--- src/sv/lbp_pkg.sv ---
// Shared types, constants and the helper function of the link bandwidth pacer.
`timescale 1ns / 1ps

package lbp_pkg;

    // Fraction bits of cycles_per_byte.
    localparam int FRACTION_BITS = 16;

    localparam int TIME_W   = 64;
    localparam int LEN_W    = 16;
    localparam int CPB_W    = 48;
    localparam int DELAY_W  = 40;
    localparam int ROUTE_W  = 8;
    localparam int CFG_IDX_W = 3;
    localparam int CFG_DATA_W = 64;

    localparam int QUEUE_DEPTH = 4;
    localparam int QUEUE_PTR_W = $clog2(QUEUE_DEPTH);
    localparam int QUEUE_CNT_W = $clog2(QUEUE_DEPTH + 1);

    localparam logic [TIME_W-1:0] RNG_SEED_RESET = 64'd1;

    // Operation codes of an input item.
    localparam logic OP_PACKET = 1'b0;
    localparam logic OP_PAUSE  = 1'b1;

    // Configuration register indexes.
    typedef enum logic [CFG_IDX_W-1:0] {
        CFG_CYCLES_PER_BYTE = 3'd0,
        CFG_PROP_DELAY      = 3'd1,
        CFG_DROP_LIMIT      = 3'd2,
        CFG_ROUTE_TAG       = 3'd3,
        CFG_RNG_SEED        = 3'd4
    } lbp_cfg_idx_t;

    typedef struct packed {
        logic              operation;
        logic [LEN_W-1:0]  packet_length;
        logic [TIME_W-1:0] arrival_time;
        logic [TIME_W-1:0] current_time;
    } lbp_in_t;

    typedef struct packed {
        logic               dropped;
        logic [TIME_W-1:0]  send_time;
        logic [TIME_W-1:0]  release_time;
        logic [TIME_W-1:0]  reference_time;
        logic [ROUTE_W-1:0] route;
    } lbp_out_t;

    // Classified item passed from the front end to the back end.
    typedef struct packed {
        logic              is_pause;
        logic [TIME_W-1:0] ser_cycles;
        logic [TIME_W-1:0] arrival_time;
        logic [TIME_W-1:0] current_time;
    } lbp_item_t;

    // Configuration seen by the back end.
    typedef struct packed {
        logic [DELAY_W-1:0] prop_delay;
        logic [TIME_W-1:0]  drop_limit;
        logic [ROUTE_W-1:0] route_tag;
        logic               seed_load;
        logic [TIME_W-1:0]  rng_seed;
    } lbp_cfg_t;

    // One xorshift64 step.
    function automatic logic [TIME_W-1:0] xorshift64(input logic [TIME_W-1:0] s_in);
        logic [TIME_W-1:0] s;
        s = s_in;
        s = s ^ (s << 13);
        s = s ^ (s >> 7);
        s = s ^ (s << 17);
        return s;
    endfunction

endpackage

--- src/sv/lbp_front.sv ---
// Front end: accept items, classify them and work out serialization cycles.
`timescale 1ns / 1ps

module lbp_front (
    input  logic                          aclk,
    input  logic                          aresetn,
    input  logic                          s_valid,
    output logic                          s_ready,
    input  lbp_pkg::lbp_in_t              s_data,
    input  logic [lbp_pkg::CPB_W-1:0]     cycles_per_byte,
    output logic                          q_valid,
    input  logic                          q_ready,
    output lbp_pkg::lbp_item_t            q_item
);

    logic                                           valid_reg;
    logic                                           valid_next;
    lbp_pkg::lbp_item_t                             item_reg;
    logic [lbp_pkg::LEN_W+lbp_pkg::CPB_W-1:0]       product;
    logic [lbp_pkg::TIME_W-1:0]                     ser_cycles;
    logic                                           take;

    assign s_ready = !valid_reg || q_ready;
    assign take    = s_valid && s_ready;

    // 16 x 48 product always fits in 64 bits.
    assign product    = {{lbp_pkg::CPB_W{1'b0}}, s_data.packet_length}
                        * {{lbp_pkg::LEN_W{1'b0}}, cycles_per_byte};
    assign ser_cycles = lbp_pkg::TIME_W'(product >> lbp_pkg::FRACTION_BITS);

    always_comb begin
        valid_next = valid_reg;
        if (take) begin
            valid_next = 1'b1;
        end else if (q_ready) begin
            valid_next = 1'b0;
        end
    end

    always_ff @(posedge aclk) begin
        if (!aresetn) begin
            valid_reg <= 1'b0;
        end else begin
            valid_reg <= valid_next;
        end
    end

    always_ff @(posedge aclk) begin
        if (take) begin
            item_reg.is_pause     <= (s_data.operation == lbp_pkg::OP_PAUSE);
            item_reg.ser_cycles   <= ser_cycles;
            item_reg.arrival_time <= s_data.arrival_time;
            item_reg.current_time <= s_data.current_time;
        end
    end

    assign q_valid = valid_reg;
    assign q_item  = item_reg;

endmodule

--- src/sv/lbp_queue.sv ---
// Short queue that decouples the front end from the back end.
`timescale 1ns / 1ps

module lbp_queue (
    input  logic                aclk,
    input  logic                aresetn,
    input  logic                wr_valid,
    output logic                wr_ready,
    input  lbp_pkg::lbp_item_t  wr_item,
    output logic                rd_valid,
    input  logic                rd_ready,
    output lbp_pkg::lbp_item_t  rd_item
);

    lbp_pkg::lbp_item_t                 mem [lbp_pkg::QUEUE_DEPTH];
    logic [lbp_pkg::QUEUE_PTR_W-1:0]    wr_ptr_reg;
    logic [lbp_pkg::QUEUE_PTR_W-1:0]    rd_ptr_reg;
    logic [lbp_pkg::QUEUE_CNT_W-1:0]    count_reg;
    logic [lbp_pkg::QUEUE_CNT_W-1:0]    count_next;
    logic                               push;
    logic                               pop;

    assign wr_ready = (count_reg != lbp_pkg::QUEUE_CNT_W'(lbp_pkg::QUEUE_DEPTH));
    assign rd_valid = (count_reg != '0);
    assign push     = wr_valid && wr_ready;
    assign pop      = rd_valid && rd_ready;
    assign rd_item  = mem[rd_ptr_reg];

    always_comb begin
        count_next = count_reg;
        if (push && !pop) begin
            count_next = count_reg + 1'b1;
        end else if (pop && !push) begin
            count_next = count_reg - 1'b1;
        end
    end

    always_ff @(posedge aclk) begin
        if (!aresetn) begin
            wr_ptr_reg <= '0;
            rd_ptr_reg <= '0;
            count_reg  <= '0;
        end else begin
            if (push) begin
                wr_ptr_reg <= wr_ptr_reg + 1'b1;
            end
            if (pop) begin
                rd_ptr_reg <= rd_ptr_reg + 1'b1;
            end
            count_reg <= count_next;
        end
    end

    always_ff @(posedge aclk) begin
        if (push) begin
            mem[wr_ptr_reg] <= wr_item;
        end
    end

endmodule

--- src/sv/lbp_back.sv ---
// Back end: pace packets, apply random loss and present results.
`timescale 1ns / 1ps

module lbp_back (
    input  logic                  aclk,
    input  logic                  aresetn,
    input  logic                  q_valid,
    output logic                  q_ready,
    input  lbp_pkg::lbp_item_t    q_item,
    input  lbp_pkg::lbp_cfg_t     cfg,
    output logic                  m_valid,
    input  logic                  m_ready,
    output lbp_pkg::lbp_out_t     m_data
);

    // Pacing state.
    logic [lbp_pkg::TIME_W-1:0] last_send_reg;
    logic [lbp_pkg::TIME_W-1:0] last_send_next;
    logic                       reanchor_reg;
    logic                       reanchor_next;
    logic [lbp_pkg::TIME_W-1:0] rand_reg;
    logic [lbp_pkg::TIME_W-1:0] rand_next;

    // Pacing stage.
    logic                       b1_valid_reg;
    logic                       b1_valid_next;
    logic [lbp_pkg::TIME_W-1:0] b1_send_reg;
    logic [lbp_pkg::TIME_W-1:0] b1_arrival_reg;
    logic                       b1_drop_reg;

    // Output stage.
    logic                       out_valid_reg;
    logic                       out_valid_next;
    lbp_pkg::lbp_out_t          out_reg;

    logic                       b1_adv;
    logic                       b1_free;
    logic                       pop;
    logic                       load_b1;
    logic                       loss_on;
    logic [lbp_pkg::TIME_W-1:0] draw;
    logic                       drop;
    logic [lbp_pkg::TIME_W-1:0] base;
    logic [lbp_pkg::TIME_W-1:0] send;
    logic [lbp_pkg::TIME_W-1:0] delay_ext;

    assign b1_adv  = b1_valid_reg && (!out_valid_reg || m_ready);
    assign b1_free = !b1_valid_reg || b1_adv;
    // Pause events need no slot in the pacing stage.
    assign q_ready = q_item.is_pause || b1_free;
    assign pop     = q_valid && q_ready;
    assign load_b1 = pop && !q_item.is_pause;

    assign loss_on = (cfg.drop_limit != '0);
    assign draw    = lbp_pkg::xorshift64(rand_reg);
    assign drop    = loss_on && (draw < cfg.drop_limit);

    always_comb begin
        if (reanchor_reg) begin
            base = q_item.current_time;
        end else if (q_item.arrival_time > last_send_reg) begin
            base = q_item.arrival_time;
        end else begin
            base = last_send_reg;
        end
    end

    assign send      = base + q_item.ser_cycles;
    assign delay_ext = lbp_pkg::TIME_W'(cfg.prop_delay);

    always_comb begin
        last_send_next = load_b1 ? send : last_send_reg;

        reanchor_next = reanchor_reg;
        if (pop && q_item.is_pause) begin
            reanchor_next = 1'b1;
        end else if (load_b1) begin
            reanchor_next = 1'b0;
        end

        rand_next = rand_reg;
        if (cfg.seed_load) begin
            rand_next = cfg.rng_seed;
        end else if (load_b1 && loss_on) begin
            rand_next = draw;
        end

        b1_valid_next = b1_valid_reg;
        if (load_b1) begin
            b1_valid_next = 1'b1;
        end else if (b1_adv) begin
            b1_valid_next = 1'b0;
        end

        out_valid_next = out_valid_reg;
        if (b1_adv) begin
            out_valid_next = 1'b1;
        end else if (m_ready) begin
            out_valid_next = 1'b0;
        end
    end

    always_ff @(posedge aclk) begin
        if (!aresetn) begin
            last_send_reg <= '0;
            reanchor_reg  <= 1'b0;
            rand_reg      <= lbp_pkg::RNG_SEED_RESET;
            b1_valid_reg  <= 1'b0;
            out_valid_reg <= 1'b0;
        end else begin
            last_send_reg <= last_send_next;
            reanchor_reg  <= reanchor_next;
            rand_reg      <= rand_next;
            b1_valid_reg  <= b1_valid_next;
            out_valid_reg <= out_valid_next;
        end
    end

    always_ff @(posedge aclk) begin
        if (load_b1) begin
            b1_send_reg    <= send;
            b1_arrival_reg <= q_item.arrival_time;
            b1_drop_reg    <= drop;
        end
        if (b1_adv) begin
            out_reg.dropped   <= b1_drop_reg;
            out_reg.send_time <= b1_send_reg;
            if (b1_drop_reg) begin
                out_reg.release_time   <= '0;
                out_reg.reference_time <= '0;
                out_reg.route          <= '0;
            end else begin
                out_reg.release_time   <= b1_send_reg + delay_ext;
                out_reg.reference_time <= b1_arrival_reg + delay_ext;
                out_reg.route          <= cfg.route_tag;
            end
        end
    end

    assign m_valid = out_valid_reg;
    assign m_data  = out_reg;

    // A stalled pacing stage keeps its packet.
    assert property (@(posedge aclk) disable iff (!aresetn)
        (b1_valid_reg && !b1_adv) |=> (b1_valid_reg && $stable(b1_send_reg)))
        else $error("pacing stage lost or altered a stalled packet");

    // xorshift never reaches zero from a nonzero state.
    assert property (@(posedge aclk) disable iff (!aresetn)
        (rand_reg != '0 && !cfg.seed_load) |=> (rand_reg != '0))
        else $error("random state collapsed to zero");

    // A paced packet consumes a pending re-anchor.
    assert property (@(posedge aclk) disable iff (!aresetn)
        load_b1 |=> !reanchor_reg)
        else $error("re-anchor still pending after a packet");

    // Dropped results carry no release, reference or route.
    assert property (@(posedge aclk) disable iff (!aresetn)
        (out_valid_reg && out_reg.dropped) |->
            (out_reg.release_time == '0 && out_reg.reference_time == '0
             && out_reg.route == '0))
        else $error("dropped result carries release data");

endmodule

--- src/sv/link_bandwidth_pacer_with_loss.sv ---
// Top level of the serializing link bandwidth pacer with random loss.
// A packet goes through the front register, the queue, the pacing and output stages.
// Throughput: one item per cycle unless m_ready stalls, set by the max-and-add pacing loop.
// Pause events take one queue slot and give no result transfer.
// Reset (aresetn low, synchronous) empties every stage and the queue, clears the
// pacing state and loads the registers with their reset values (seed 1).
`timescale 1ns / 1ps

module link_bandwidth_pacer_with_loss (
    input  logic                                aclk,
    input  logic                                aresetn,
    // Input item channel
    input  logic                                s_valid,
    output logic                                s_ready,
    input  lbp_pkg::lbp_in_t                    s_data,
    // Result channel
    output logic                                m_valid,
    input  logic                                m_ready,
    output lbp_pkg::lbp_out_t                   m_data,
    // Configuration write channel
    input  logic                                cfg_valid,
    output logic                                cfg_ready,
    input  logic [lbp_pkg::CFG_IDX_W-1:0]       cfg_index,
    input  logic [lbp_pkg::CFG_DATA_W-1:0]      cfg_data
);

    // Configuration registers
    logic [lbp_pkg::CPB_W-1:0]      cpb_reg;
    logic [lbp_pkg::DELAY_W-1:0]    delay_reg;
    logic [lbp_pkg::TIME_W-1:0]     threshold_reg;
    logic [lbp_pkg::ROUTE_W-1:0]    route_reg;
    logic [lbp_pkg::TIME_W-1:0]     seed_reg;

    logic                           cfg_write;
    logic                           seed_load;
    lbp_pkg::lbp_cfg_t              back_cfg;

    // Front-to-queue and queue-to-back links
    logic                           fq_valid;
    logic                           fq_ready;
    lbp_pkg::lbp_item_t             fq_item;
    logic                           qb_valid;
    logic                           qb_ready;
    lbp_pkg::lbp_item_t             qb_item;

    // Always take register writes; the user must land them while idle (not enforced).
    assign cfg_ready = 1'b1;
    assign cfg_write = cfg_valid && cfg_ready;
    // Reload the generator whenever the seed is written.
    assign seed_load = cfg_write && (cfg_index == lbp_pkg::CFG_RNG_SEED);

    always_ff @(posedge aclk) begin
        if (!aresetn) begin
            cpb_reg       <= '0;
            delay_reg     <= '0;
            threshold_reg <= '0;
            route_reg     <= '0;
            seed_reg      <= lbp_pkg::RNG_SEED_RESET;
        end else if (cfg_write) begin
            unique case (cfg_index)
                lbp_pkg::CFG_CYCLES_PER_BYTE: begin
                    cpb_reg <= cfg_data[lbp_pkg::CPB_W-1:0];
                end
                lbp_pkg::CFG_PROP_DELAY: begin
                    delay_reg <= cfg_data[lbp_pkg::DELAY_W-1:0];
                end
                lbp_pkg::CFG_DROP_LIMIT: begin
                    threshold_reg <= cfg_data;
                end
                lbp_pkg::CFG_ROUTE_TAG: begin
                    route_reg <= cfg_data[lbp_pkg::ROUTE_W-1:0];
                end
                lbp_pkg::CFG_RNG_SEED: begin
                    seed_reg <= cfg_data;
                end
                default: begin
                    // drop writes to unused indexes
                end
            endcase
        end
    end

    always_comb begin
        back_cfg.prop_delay     = delay_reg;
        back_cfg.drop_limit     = threshold_reg;
        back_cfg.route_tag      = route_reg;
        back_cfg.seed_load      = seed_load;
        // Feed the incoming seed straight through so the load lands at the write edge.
        back_cfg.rng_seed       = seed_load ? cfg_data : seed_reg;
    end

    // Front end: accept the transfer, classify it, form the serialization time.
    lbp_front u_front (
        .aclk            (aclk),
        .aresetn         (aresetn),
        .s_valid         (s_valid),
        .s_ready         (s_ready),
        .s_data          (s_data),
        .cycles_per_byte (cpb_reg),
        .q_valid         (fq_valid),
        .q_ready         (fq_ready),
        .q_item          (fq_item)
    );

    // Queue: let either side stall on its own.
    lbp_queue u_queue (
        .aclk     (aclk),
        .aresetn  (aresetn),
        .wr_valid (fq_valid),
        .wr_ready (fq_ready),
        .wr_item  (fq_item),
        .rd_valid (qb_valid),
        .rd_ready (qb_ready),
        .rd_item  (qb_item)
    );

    // Back end: advance the link clock, draw for loss, add the delay.
    lbp_back u_back (
        .aclk    (aclk),
        .aresetn (aresetn),
        .q_valid (qb_valid),
        .q_ready (qb_ready),
        .q_item  (qb_item),
        .cfg     (back_cfg),
        .m_valid (m_valid),
        .m_ready (m_ready),
        .m_data  (m_data)
    );

endmodule
--- config.mk ---
export PLATFORM = sky130hd
export DESIGN_NAME = link_bandwidth_pacer_with_loss
export DESIGN_NICKNAME = d
export VERILOG_FILES = /design/src/sv/lbp_pkg.sv /design/src/sv/lbp_front.sv /design/src/sv/lbp_queue.sv /design/src/sv/lbp_back.sv /design/src/sv/link_bandwidth_pacer_with_loss.sv
export SDC_FILE = /design/constraint.sdc
export NUM_CORES = 2
export LEC_CHECK = 0
export BUFFER_PORTS_ARGS = -buffer_cell sky130_fd_sc_hd__clkbuf_2
export CAP_MARGIN = 20
export CORE_MARGIN = 2
export CORE_UTILIZATION = 50
export DETAILED_ROUTE_END_ITERATION = 16
export PLACE_DENSITY = 0.72
export SLEW_MARGIN = 40
export SYNTH_ARGS = -nofsm -noshare
export SYNTH_HDL_FRONTEND = slang
export SYNTH_HIERARCHICAL = 1
export SYNTH_SLANG_ARGS = --single-unit
export TNS_END_PERCENT = 30
--- constraint.sdc ---
create_clock -name aclk -period 12.99 [get_ports aclk]
set_input_delay 2.598 -clock aclk [delete_from_list [all_inputs] [get_ports aclk]]
set_output_delay 2.598 -clock aclk [all_outputs]
set_load 0.1 [all_outputs]
Yosys cells after proc, flatten, opt, wreduce, memory -nomap -nowiden

Memories as Yosys holds them, arrays and structs flattened. A register that Yosys moved wholly into a read port is not among the register bits.
Index checks and enable logic that the tools add are counted.

Memories: 1
Bits in read-only memories: 0
Output and inout bits: 204
RAM bits: 708
Bits in latches: 0
Logic and storage cells: 96
Bits of input ports: 217
Register bits: 806

Reductions and logical operators: 34
Muxes and demuxes: 18
Multiply operators: 1
Eq/ne operators: 5
Order comparisons: 2
Shifts and indexed selects: 0
Div/mod/pow operators: 0
Bitwise operators: 3
Add/sub/neg operators: 7

Memories:

| memory      | depth | width | read ports | clocked after Yosys merged registers in | write ports | RTL line        | source |
|---|---|---|---|---|---|---|---|
| u_queue.mem | 4     | 177   | 1          | 1                                       | 1           | lbp_queue.sv:15 | `lbp_pkg::lbp_item_t mem [lbp_pkg::QUEUE_DEPTH];` |

Operators with widths:

| cell                | number |
|---|---|
| $mux 64             | 4 |
| $add 64x40->64      | 2 |
| $xor 64x64->64      | 2 |
| $add 64x64->64      | 1 |
| $gt 64x64->1        | 1 |
| $lt 64x64->1        | 1 |
| $mul 16x48->64      | 1 |
| $reduce_bool 64->1  | 1 |
| $xor 64x57->64      | 1 |
| $reduce_bool 2->1   | 6 |
| $logic_and 1x1->1   | 11 |
| $mux 1              | 10 |
| $reduce_and 2->1    | 4 |
| $eq 3x2->1 const B  | 2 |
| $logic_not 1->1     | 6 |
| $mux 3              | 2 |
| $add 2x1->2 const B | 2 |
| $logic_or 1x1->1    | 4 |
| $mux 2              | 2 |
| $add 3x1->3 const B | 1 |
| $eq 3x1->1 const B  | 1 |
| $eq 3x3->1 const B  | 1 |
| $logic_not 3->1     | 1 |
| $ne 3x3->1 const B  | 1 |
| other kinds (2)     | 2 |

Longest topological paths before layout

Depth after elaboration: 10
Mapped depth: 29
Depth with buffers taken out: 24

By module

The synthesis kept the hierarchy.

By module, submodules not included:

| module                         | sequential area each (sq um) | cells each | times used | area each (sq um) |
|---|---|---|---|---|
| lbp_back                       | 12532.0                      | 3383       | 1          | 31482.7 |
| lbp_front                      | 5335.1                       | 2946       | 1          | 29036.6 |
| lbp_queue                      | 23362.4                      | 1056       | 1          | 28451.0 |
| link_bandwidth_pacer_with_loss | 4484.3                       | 872        | 1          | 9125.0 |

Worst setup path before layout

OpenSTA, ideal clock, no wires.

Path kind: input port to flip-flop
From: input m_ready
To: register u_back.out_reg, in the netlist u_back/m_data[0], enable pin
Stages on the path: 2
Buffers on the path: 0
Setup slack: 659 ps
Library setup time: 790 ps
Data required time: 12200 ps
Arrival: 11541 ps
Cell sequence: nor2b_1 > nor2b_1

Cells in the longest elaborated chain, start to end: 2

Ends and longest elaborated chain:

| item                    | RTL line                             | source |
|---|---|---|
| start, declared         | link_bandwidth_pacer_with_loss.sv:18 | `input logic m_ready,` |
| $logic_or 1x1->1        | lbp_back.sv:47                       | `assign b1_adv = b1_valid_reg && (!out_valid_reg \|\| m_ready);` |
| $logic_and 1x1->1       | lbp_back.sv:47                       |  |
| named net u_back.b1_adv | lbp_back.sv:36                       | `logic b1_adv;` |
| end, declared           | lbp_back.sv:34                       | `lbp_pkg::lbp_out_t out_reg;` |

The timed path passes the listed nets, and every way through them passes these cells.
A chain may end at the register's enable or synchronous reset.

Worst setup path in the final report

From: input s_data[136] (netlist name)
To: register u_front.item_reg, in the netlist u_front/q_item[172] (data pin)

Cells in the longest elaborated chain, start to end: 1

Ends and longest elaborated chain:

| item                                | RTL line                             | source |
|---|---|---|
| start, declared                     | link_bandwidth_pacer_with_loss.sv:15 | `input lbp_pkg::lbp_in_t s_data,` |
| $mul 16x48->64                      | lbp_front.sv:28                      | `* {{lbp_pkg::LEN_W{1'b0}}, cycles_per_byte};` |
| named net u_front.product (one bit) | lbp_front.sv:19                      | `logic [lbp_pkg::LEN_W+lbp_pkg::CPB_W-1:0] product;` |
| end, declared                       | lbp_front.sv:18                      | `lbp_pkg::lbp_item_t item_reg;` |

The timed path passes the listed nets, and every way through them passes these cells.

==> impl_metrics.json <==
{
  "status": "completed",
  "coreArea_mm2": 0.195,
  "synth_area_per_cell_um2": 11.9,
  "path_clk_slew_ns": 0.06,
  "drtAntennaViolNets": 0,
  "critPathTopFamily": "adder cells",
  "hold-worst-slack_ns": 0.451,
  "drive_above_1_share_pct": 12.8,
  "hold_viol_final": 0,
  "max_freq_ghz": 0.113,
  "dp_hpwl_um": 210000,
  "hold_class": "flop to flop",
  "ctsHoldBuffers": 0,
  "dp_slack_ns": 3.51,
  "synth_seq_cells": 1644,
  "wirelength_um": 287000,
  "fin_cells": 11300,
  "cp-end-kind": "flop",
  "reg2reg_depth": 22,
  "grt_pass1_wl_um": 421000,
  "largest_reg_flops": 772,
  "die_h_um": 447,
  "antenna_found_initial": 11,
  "clk_latency_ns": 0.83,
  "ir_worst_vdd_mv": 0.199,
  "met2_usage_pct": 43.6,
  "drc": 0,
  "synth_top_area_share_pct": 39.2,
  "crit_path_end": "u_front/q_item[172]$_DFFE_PP_",
  "cpMaxStageDelayCell": "fa_1",
  "die_w_um": 447,
  "netlist_area_mm2": 0.0981,
  "max_stage_delay_ns": 0.59,
  "regMostFlops": "u_queue/mem",
  "synth_area_leaders": "edfxtp_1 (39%), fa_1 (13%), dfxtp_1 (7.4%)",
  "fin_skew_ns": 0.0771,
  "yosysWarnings": 6,
  "power.density_mw_per_mm2": 223,
  "place_congestion": 0.997,
  "post_cts_buffers": 0,
  "p_total_mw": 24.1,
  "yosysUniqueCellTypes": 106,
  "drtIter0Drc": 6913,
  "postPlaceCellArea_mm2": 0.103,
  "num-nets-final": 9808,
  "rrSetupSlack_ns": 4.19,
  "grt_pass1_vias": 65900,
  "vias": 65700,
  "crit_top_cell": "fa_1",
  "synth_seq_area_share_pct": 46.6,
  "synth_flop_cell": "edfxtp_1",
  "synthCells": 8257,
  "synth_top_cell_by_area": "edfxtp_1",
  "cp.required_ns": 13.50,
  "cts_sinks": 1644,
  "p_leak_nw": 42.9,
  "use_met3_pct": 4.64,
  "cp.arrival_ns": 9.32,
  "r2r_end": "u_back/b1_send_reg[50]$_DFFE_PP_",
  "clockRootBuffer": "clkbuf_16",
  "portBuffers": 419,
  "slew_headroom_pct": 34.1,
  "worstPathCellList": "clkbuf_2 -> buf_4 -> nand2_1 -> fa_1 -> inv_1 -> fa_1 -> fa_1 -> fa_1 -> fa_1 -> inv_1 -> fa_1 -> inv_1 -> ha_1 -> nand3_1 -> nor2_1 -> nand2_1 -> a31oi_1 -> nor2_1 -> o21ai_2 -> a21oi_2 -> o31ai_1 -> xnor2_1",
  "cp_num_buf_inv": 5,
  "crit_type": "input pin to flop",
  "utilization_pct": 55.5,
  "first_pass_iters": 5,
  "gr-total-overflow": 0,
  "num_io_pins": 421,
  "initial_core_util_pct": 50.3,
  "gr-usage-met1_pct": 40.0,
  "period_minus_slack_ns": 8.81,
  "setup_ws_ns": 4.18,
  "fp-row-count": 162,
  "gr-max-usage-layer": "met2",
  "placed_cells": 11000,
  "clockBufferDepth": 3,
  "grt.total_usage_pct": 28.7,
  "syn_to_final_growth_pct": 10.3,
  "start_kind": "input pin",
  "die_area_mm2": 0.200,
  "critPathMaxFanout": 32,
  "finalSetupTns_ns": 0,
  "tightest_slew_ns": 0.989,
  "wl_per_cell_um": 25.4,
  "grt_max_degree": 140,
  "ys_async_sr_fraction_pct": 0,
  "post-route-period-util_pct": 67.8,
  "cts_resized": 0,
  "htreeDepth": 4,
  "cts_tree": "done",
  "synth_edf_count": 1279,
  "fin_area_mm2": 0.108,
  "cp_num_cells": 22,
  "slew_violations": 0,
  "cts_buffers": 167,
  "cap_violations": 0,
  "finalSetupViolations": 0,
  "critPathLaunch": "s_data[136]",
  "via_per_inst": 5.82,
  "rsz0062_at_grt": "no"
}
==> kinds of logic (layout without fill, tap and decap cells) <==
group / Yosys count / after routing / share of synthesized area (%)
multiplexers: 578 / 578 / 8.67
flip-flops: 1644 / 1644 / 46.6
adder cells (fa/ha/maj): 1053 / 1053 / 18.4
other: 2 / 19 / 0.00766
AO/OA/AOI/OAI: 1044 / 1044 / 6.93
buffers and inverters: 1272 / 1678 / 5.34
AND/OR/NAND/NOR: 2313 / 2313 / 11.0
XOR/XNOR: 351 / 351 / 3.13
==> how the worst min path moves through the flow <==
| stage | slack, ns | cells past startpoint | from | to |
|---|---|---|---|---|
| 6_report | 0.45 | 0 | u_front/q_item[13]$_DFFE_PP_ | u_queue/mem[1][13]$_DFFE_PP_ |
| 5_1_grt | 0.48 | 0 | u_front/q_item[15]$_DFFE_PP_ | u_queue/mem[3][15]$_DFFE_PP_ |
| 4_1_cts | 0.45 | 0 | u_front/q_item[13]$_DFFE_PP_ | u_queue/mem[1][13]$_DFFE_PP_ |
| 3_5_place_dp | 0.45 | 2 | seed_reg[62]$_SDFFE_PN0P_ | seed_reg[62]$_SDFFE_PN0P_ |
| 3_3_place_gp | 0.44 | 2 | seed_reg[58]$_SDFFE_PN0P_ | seed_reg[58]$_SDFFE_PN0P_ |
| 2_1_floorplan | 0.43 | 2 | seed_reg[58]$_SDFFE_PN0P_ | seed_reg[58]$_SDFFE_PN0P_ |
==> cell usage after synthesis (all sizes together), types with 80 or more instances <==
library cell	number
mux2i	305
o21ai	236
nand2	1173
nand3	89
mux2	80
dfxtp	365
and2	303
a21oi	305
clkbuf	293
edfxtp	1279
a21o	160
inv	858
nor2	290
xor2	115
nor2b	105
buf	121
ha	408
nor3	83
mux4	193
xnor2	236
fa	645
==> where the power goes <==
group | switching, mW | internal, mW | leakage [nW]
Sequential | 0.772 | 6.86 | 14.8
Combinational | 7.70 | 3.94 | 25.3
Clock | 2.08 | 2.73 | 2.68
Total | 10.6 | 13.5 | 42.8
==> cells in the final DEF (no fill, tap or decap), types with 27 or more instances in the layout <==
cell type,instances
nand4_1,75
dfxtp_1,338
o21bai_1,35
edfxtp_1,1279
a21oi_1,298
mux2_4,40
and2_1,297
o21ai_0,215
o211ai_1,37
nor4_1,27
inv_1,857
nor3_1,82
clkbuf_16,171
nor2_1,289
mux2_2,35
xor2_1,115
clkbuf_2,417
clkinv_2,28
a21boi_0,54
nor2b_1,104
and3_1,48
nand2_1,1173
mux4_2,179
a21o_1,160
clkinv_1,29
buf_4,60
nand2b_1,31
fa_1,645
nand3_1,87
xnor2_1,235
mux2i_1,305
ha_1,407
clkbuf_1,31
==> layer usage <==
metal	up-vias	share of wire, %
li1	29000	-
met1	33200	41
met2	3002	45
met3	545	8.3
met4	2	5.6
met5	-	0.0049
==> final cells by class <==
| cell class | instances | area (um^2) |
|---|---|---|
| diodes | 2 | 5.00 |
| clock buffers | 210 | 4510 |
| clock inverters | 99 | 1040 |
| fillers | 16200 | 86800 |
| inverters | 858 | 3230 |
| multi-input cells | 5356 | 47300 |
| flip-flops and latches | 1644 | 45800 |
| well taps | 2624 | 3280 |
| repair buffers | 511 | 3050 |
Note: power is estimated with default switching activity, not from simulation.
